File: config.mk
export PLATFORM = sky130hd
export DESIGN_NAME = fsk_ctrl
export DESIGN_NICKNAME = d
export VERILOG_FILES = /design/src/rtl/flocking_steering_kernel_defines.svh /design/src/rtl/fsk_pkg.sv /design/src/rtl/fsk_ctrl.sv
export SDC_FILE = /design/constraint.sdc
export NUM_CORES = 1
export LEC_CHECK = 0
export BUFFER_PORTS_ARGS = -buffer_cell sky130_fd_sc_hd__clkbuf_2
export CORE_AREA = 2 2 39 41
export CTS_BUF_LIST = sky130_fd_sc_hd__clkbuf_8
export CTS_CLUSTER_DIAMETER = 100
export DETAILED_ROUTE_END_ITERATION = 8
export DIE_AREA = 0 0 41 43
export GPL_TIMING_DRIVEN = 0
export PLACE_DENSITY = 0.71
export RECOVER_POWER = 25
export SLEW_MARGIN = 10
export SYNTH_ARGS = -nofsm -noshare
export SYNTH_HDL_FRONTEND = slang
export SYNTH_SLANG_ARGS = --single-unit
export TNS_END_PERCENT = 10
File: constraint.sdc
create_clock -name clk -period 2.01 [get_ports clk]
set_input_delay 0.201 -clock clk [delete_from_list [all_inputs] [get_ports clk]]
set_output_delay 0.201 -clock clk [all_outputs]
set_load 0.02 [all_outputs]
File: src/rtl/flocking_steering_kernel_defines.svh
// Assertion macros shared by the flocking steering kernel RTL.
// Included by the top level; expects clk and rst_n in scope.
`ifndef FLOCKING_STEERING_KERNEL_DEFINES_SVH
`define FLOCKING_STEERING_KERNEL_DEFINES_SVH

// Condition and consequence in the same cycle.
`define FSK_ASSERT_SAME(label, ante, cons, msg) \
  label: assert property (@(posedge clk) disable iff (!rst_n) (ante) |-> (cons)) \
    else $error(msg);

// Consequence in the cycle after the condition.
`define FSK_ASSERT_NEXT(label, ante, cons, msg) \
  label: assert property (@(posedge clk) disable iff (!rst_n) (ante) |=> (cons)) \
    else $error(msg);

`endif

File: src/rtl/fsk_pkg.sv
// Shared types and constants for the flocking steering kernel.
// No dependencies; used by every module of the block.
`timescale 1ns / 1ps
package fsk_pkg;

  localparam int unsigned MAX_NEIGHBOURS_DEF = 64;

  localparam int unsigned CFG_IDX_W  = 3;
  localparam int unsigned CFG_DATA_W = 16;

  localparam logic [CFG_IDX_W-1:0] REG_SIGHT_RANGE = 3'd0;
  localparam logic [CFG_IDX_W-1:0] REG_SEP_DIST    = 3'd1;
  localparam logic [CFG_IDX_W-1:0] REG_SEP_WEIGHT  = 3'd2;
  localparam logic [CFG_IDX_W-1:0] REG_COH_WEIGHT  = 3'd3;
  localparam logic [CFG_IDX_W-1:0] REG_ALI_WEIGHT  = 3'd4;

  localparam logic [15:0] SIGHT_RANGE_RST = 16'd1600;
  localparam logic [15:0] SEP_DIST_RST    = 16'd800;
  localparam logic [11:0] WEIGHT_RST      = 12'd256;

  localparam int unsigned POS_W    = 16;
  localparam int unsigned DIR_W    = 16;
  localparam int unsigned WEIGHT_W = 12;
  localparam int unsigned UNIT_W   = 16;
  localparam int unsigned STEER_W  = 18;
  localparam int unsigned COUNT_W  = 7;
  localparam int unsigned MAC_W    = 31;

  typedef enum logic [1:0] {
    VSEL_SEP = 2'd0,
    VSEL_COH = 2'd1,
    VSEL_ALI = 2'd2
  } vsel_t;

  typedef struct packed {
    logic  cap;
    logic  meas;
    logic  sqr;
    logic  acc;
    logic  uv_start;
    logic  mac;
    logic  out_load;
    vsel_t vsel;
  } fsk_cmd_t;

  typedef struct packed {
    logic is_self;
    logic last;
    logic uv_done;
    logic out_busy;
  } fsk_sts_t;

endpackage

File: src/rtl/fsk_ctrl.sv
// Controller state machine of the flocking steering kernel.
// Drives datapath commands from status; uses fsk_pkg.
`timescale 1ns / 1ps
module fsk_ctrl (
  input  logic              clk,
  input  logic              rst_n,
  input  logic              in_valid,
  output logic              in_ready,
  input  fsk_pkg::fsk_sts_t sts,
  output fsk_pkg::fsk_cmd_t cmd
);

  typedef enum logic [7:0] {
    S_IDLE   = 8'b00000001,
    S_MEAS   = 8'b00000010,
    S_SQR    = 8'b00000100,
    S_ACC    = 8'b00001000,
    S_UVGO   = 8'b00010000,
    S_UVWAIT = 8'b00100000,
    S_MAC    = 8'b01000000,
    S_FIN    = 8'b10000000
  } ctrl_state_t;

  ctrl_state_t st_r, st_nxt;
  fsk_pkg::vsel_t vsel_r, vsel_nxt;

  always_comb begin
    st_nxt       = st_r;
    vsel_nxt     = vsel_r;
    cmd          = '0;
    cmd.vsel     = vsel_r;
    in_ready     = 1'b0;
    case (st_r)
      S_IDLE: begin
        in_ready = 1'b1;
        if (in_valid) begin
          cmd.cap = 1'b1;
          st_nxt  = S_MEAS;
        end
      end
      S_MEAS: begin
        cmd.meas = 1'b1;
        if (!sts.is_self) st_nxt = S_SQR;
        else if (sts.last) begin
          st_nxt   = S_UVGO;
          vsel_nxt = fsk_pkg::VSEL_SEP;
        end else st_nxt = S_IDLE;
      end
      S_SQR: begin
        cmd.sqr = 1'b1;
        st_nxt  = S_ACC;
      end
      S_ACC: begin
        cmd.acc = 1'b1;
        if (sts.last) begin
          st_nxt   = S_UVGO;
          vsel_nxt = fsk_pkg::VSEL_SEP;
        end else st_nxt = S_IDLE;
      end
      S_UVGO: begin
        cmd.uv_start = 1'b1;
        st_nxt       = S_UVWAIT;
      end
      S_UVWAIT: begin
        if (sts.uv_done) st_nxt = S_MAC;
      end
      S_MAC: begin
        cmd.mac = 1'b1;
        case (vsel_r)
          fsk_pkg::VSEL_SEP: begin
            vsel_nxt = fsk_pkg::VSEL_COH;
            st_nxt   = S_UVGO;
          end
          fsk_pkg::VSEL_COH: begin
            vsel_nxt = fsk_pkg::VSEL_ALI;
            st_nxt   = S_UVGO;
          end
          default: st_nxt = S_FIN;
        endcase
      end
      S_FIN: begin
        if (!sts.out_busy) begin
          cmd.out_load = 1'b1;
          st_nxt       = S_IDLE;
        end
      end
      default: st_nxt = S_IDLE;
    endcase
  end

  always_ff @(posedge clk) begin
    if (!rst_n) begin
      st_r   <= S_IDLE;
      vsel_r <= fsk_pkg::VSEL_SEP;
    end else begin
      st_r   <= st_nxt;
      vsel_r <= vsel_nxt;
    end
  end

endmodule

# Yosys cells after proc, flatten, opt, wreduce, memory -nomap -nowiden
# Index checks and enable logic that the tools add are counted.
[classes] eq_ne=14 n_reduce_logical=5 muxes=21
[op_table] cell="$pmux 8 s8" n=1
[op_table] cell="$mux 8" n=4
[op_table] cell="$mux 1" n=10
[op_table] cell="$mux 5" n=2
[op_table] cell="$eq 8x1->1 const B" n=1
[op_table] cell="$eq 8x2->1 const B" n=1
[op_table] cell="$eq 8x3->1 const B" n=1
[op_table] cell="$eq 8x4->1 const B" n=1
[op_table] cell="$eq 8x5->1 const B" n=1
[op_table] cell="$eq 8x6->1 const B" n=1
[op_table] cell="$eq 8x7->1 const B" n=1
[op_table] cell="$eq 8x8->1 const B" n=1
[op_table] cell="$ne 2x2->1 const B" n=4
[op_table] cell="$pmux 2 s3" n=1
[op_table] cell="$reduce_and 3->1" n=2
[op_table] cell="$mux 2" n=2
[op_table] cell="$pmux 2 s2" n=1
[op_table] cell="$ne 3x1->1 const B" n=1
[op_table] cell="$reduce_bool 3->1" n=1
[op_table] cell="$eq 2x1->1 const B" n=1
[op_table] cell="$logic_not 2->1" n=1
[op_table] cell="$reduce_or 2->1" n=1
[totals] wordCells=42 ff_bits=10

# Logic depth before layout (Yosys ltp)
[logic_depth] ltp_word=4 mapped_depth=6 depth_no_buf=5

# Least setup slack after synthesis
# OpenSTA, ideal clock, no wires.
[synth_timing] path_kind="reg-to-output" startpoint="register st_r[3]" endpoint="output port cmd[2] (netlist name)" path_stages_with_launch=4 arrival_time_ns=1.718 setup_slack_ns=0.091 required_ns=1.809 path_buffers=0 cell_sequence="dfxtp_1 or4_4 or3_4 nor4b_2"
[synth_rtl] element="from (decl)" line="fsk_ctrl.sv:24" source="ctrl_state_t st_r, st_nxt;"
[synth_rtl] element="from (signal assigned)" line="fsk_ctrl.sv:96" source="st_r <= st_nxt;"
[synth_rtl] element="to (decl)" line="fsk_ctrl.sv:10" source="output fsk_pkg::fsk_cmd_t cmd"

==> results.md <==
- Ranking of synthesized cells by instance count: dfxtp_1 (10), nor2_1 (9), nand2_1 (5), and2_1 (4), nor3_1 (4)
- DRC viols: 0
- Maximum VDD drop: about 0.00032 V
- Reg2Reg Setup Slack: about 0.33 ns
- Clock sinks: 10
- First-pass GRT wire length: ~2300 um
- Register bit total from synthesis: 10
- Critical path's largest stage delay: about 0.55 ns
- Netlist cell types: 34
- Inserted Clock Buffers: 3
- Fin area: about 780 um^2
- FF+latch area: around 210 um^2
- Syn nets: 79
- Arrival time worst endpoint: between 1.5 and 2 ns
- Grt ovf: 0
- Post-DP HPWL: just over 1000 um
- Clk slew on worst S/H paths: 0.05 ns
- Starting DRT DRC Count: 13
- Post-route minimum period: around 2.1 ns
- Area of the multi-input gates: between 300 and 400 um^2
- Wire per inst: around 13 um
- Top fanout value on the critical path: 8
- Core Footprint: between 1000 and 1500 um^2
- Seq/Total Area, Yosys: 0.3306
- Num ports: 17
- Critical path class: flop to output pin
- Worst Max-Slew Pin Slew: ~0.32 ns
- WHS Path Cells: 2
- CTS tree: yes
- YS warnings: 0
- Post-DRT Antenna Nets: 0
- Critical Path, Cell by Cell: or4_4 > or3_4 > nor4b_4 > buf_4
- Vias: between 600 and 700
- Failing checks: setup timing
- Post-CTS Setup Inserts: 0
- Post-Syn Area: roughly 610 um^2
- Critical R2R Capture: st_r[0]
- I/O Buffers: 16
- Worst setup slack after layout: -0.09931 ns
- Chip height: around 43 um
- CTS H-tree lvls: 1
- Status: complete, but fails checks
- GR Util All Layers: 0.1954
- RSZ-0062 raised after global routing: yes
- Via density: roughly 5.8
- Fmax: between 400 and 500 MHz
- Diodes inserted: 0
- Post-synth EDFFs: 0
- Yosys top cell area share: 0.3306
- Slew Limit Headroom: 0.7840
- Min Hold Slack: ~0.22 ns
- Maximum clock path buffer count: 2
- Initial DRT Pass Iterations: 4
- Die area: approximately 1800 um^2
- Endpoints failing setup: 1
- Synth area leader: dfxtp_1
- Period Utilization, post-route: 1.049
- HP Start: in_valid
- Hold EP: st_r[1]
- Antenna violations before repair: 0
- Setup crit start kind: flop
- Pwr Density: 721.2 nW/um^2
- Root buffer cell: clkbuf_8
- Worst Skew: approximately 0.0073 ns
- Max-cap violations: 0
- Async SR Flop Fraction: 0
- Share of layout cells above drive strength 1: 0.3370
- Gpl congestion: ~0.81
- Most common cell in the synthesized netlist: dfxtp_1
- Dominant cells by area after synthesis: dfxtp_1 (33%), nor2_1 (5.6%), and2_1 (4.1%), a211oi_1 (3.7%), nand3b_1 (3.7%)
- Die width: 41 um
- Worst r2r src: st_r[3]
- Crit. End Element: output pin
- Total Wirelength: 1379 um
- Mapped Cells: 72
- Area Growth Syn to Fin: 28.10%
- Nets: 100
- Cell Area, Placed: between 700 and 800 um^2
- Worst path required time: 1.81 ns
- Worst-Skew Late Latency: 0.24 ns
- Avg Inst Size Synth: 8.411 um^2
- Slowest cell on the critical path: or4_4
- Final Hold Viols: 0
- Largest net degree at the start of global routing: 10
- Vias in the first global route: a little over 500
- Final max-slew violation count: 0
- Final Non-Filler Cells: around 110
- Setup TNS: -0.09931 ns
- R2R depth: 5
- Cell row count: 14
- Fillers: about 140
- Main flop type after synthesis: dfxtp_1
- Initial Util: 0.4376
- Hold crit path type: primary input to flop
- Leak: ~0.00032 uW
- Dpl cells: ~100
==> flip-flops by register name (all words and copies together) (netlist names) <==
| name | cells |
|---|---|
| st_r | 8 |
| vsel_r | 2 |
==> metrics by stage <==
step / total power (uW) / worst slack [ns] / utilization
after floorplan: 279.7 / 0.09078 / -
after global placement: 302.9 / 0.1105 / 0.5099
after detailed placement: 306.3 / 0.1030 / 0.5099
after CTS: 563.4 / -0.1323 / 0.5533
after global routing: 580.5 / -0.1510 / 0.5606
final: 559.5 / -0.09931 / 0.5606
==> cells in the final DEF (no fill, tap or decap) <==
cell type  instances
clkbuf_2          13
nor2_1             9
dfxtp_1            7
nand2_1            5
nor3_1             4
clkbuf_8           4
and3_1             3
and2_1             3
nand3b_1           3
a211oi_1           3
nor4_1             2
nand3_1            2
nor2b_1            2
nand2b_1           2
o21ai_0            2
buf_4              2
clkbuf_1           2
dfxtp_2            2
buf_2              1
nor3_2             1
clkinv_1           1
or4_4              1
nor3_4             1
and4_1             1
or2b_1             1
or3_4              1
nor4b_4            1
inv_1              1
and2_0             1
o21ai_2            1
xor2_1             1
xnor2_1            1
a32oi_1            1
a22oi_2            1
a211oi_2           1
o21ai_1            1
a31oi_1            1
o211a_1            1
a21oi_1            1
dfxtp_4            1
==> layout make-up <==
type,count,area share
Tap cell,16,0.02581
Timing Repair Buffer,16,0.1032
Inverter,2,0.009677
Clock buffer,4,0.07097
Sequential cell,10,0.2661
Buffer,2,0.01613
Multi-Input combinational cell,58,0.5081
==> per-layer routing <==
layer	part of all wire	GRT usage	vias up
li1	-	-	306
met1	0.45	0.2597	290
met2	0.46	0.2719	25
met3	0.060	0.06283	4
met4	0.022	0.1000	0
met5	0	0	-
==> where the power goes <==
part | switching (uW) | internal, uW | total (uW)
clock | 83.2 | 173 | 256
sequential | 9.46 | 203 | 213
combinational | 51.6 | 39.5 | 91.0
total | 144 | 415 | 559
==> timing repair <==
| item | in CTS | in global routing |
|---|---|---|
| pin swaps | 0 | 0 |
| hold buffers | 0 | 0 |
| gates resized for setup | 3 | 4 |
| endpoints found under the setup margin | 1 | 1 |
==> critical path: cells and delay by family, from the launching register on <==
family	cells	cell delay (ns)
simple gates	3	1.14
buf+inv	1	0.17
flops	1	0.36
==> cell families after synthesis <==
family,Yosys count,share of synthesized area
AO/OA/AOI/OAI,13,0.1673
XOR/XNOR,2,0.02893
AND/OR/NAND/NOR,43,0.4401
buffers and inverters,4,0.03304
flip-flops,10,0.3306
==> worst max-delay path by stage <==
stage,to,cells past startpoint,slack (ns),from
global route,cmd[2],4,-0.15,st_r[3]
floorplan,cmd[2],3,0.09,st_r[3]
global placement,cmd[2],4,0.11,st_r[3]
finish,cmd[2],4,-0.1,st_r[3]
CTS,cmd[2],4,-0.13,st_r[3]
detailed placement,cmd[2],4,0.10,st_r[3]
No activity file was read; power rests on OpenSTA's default activity.
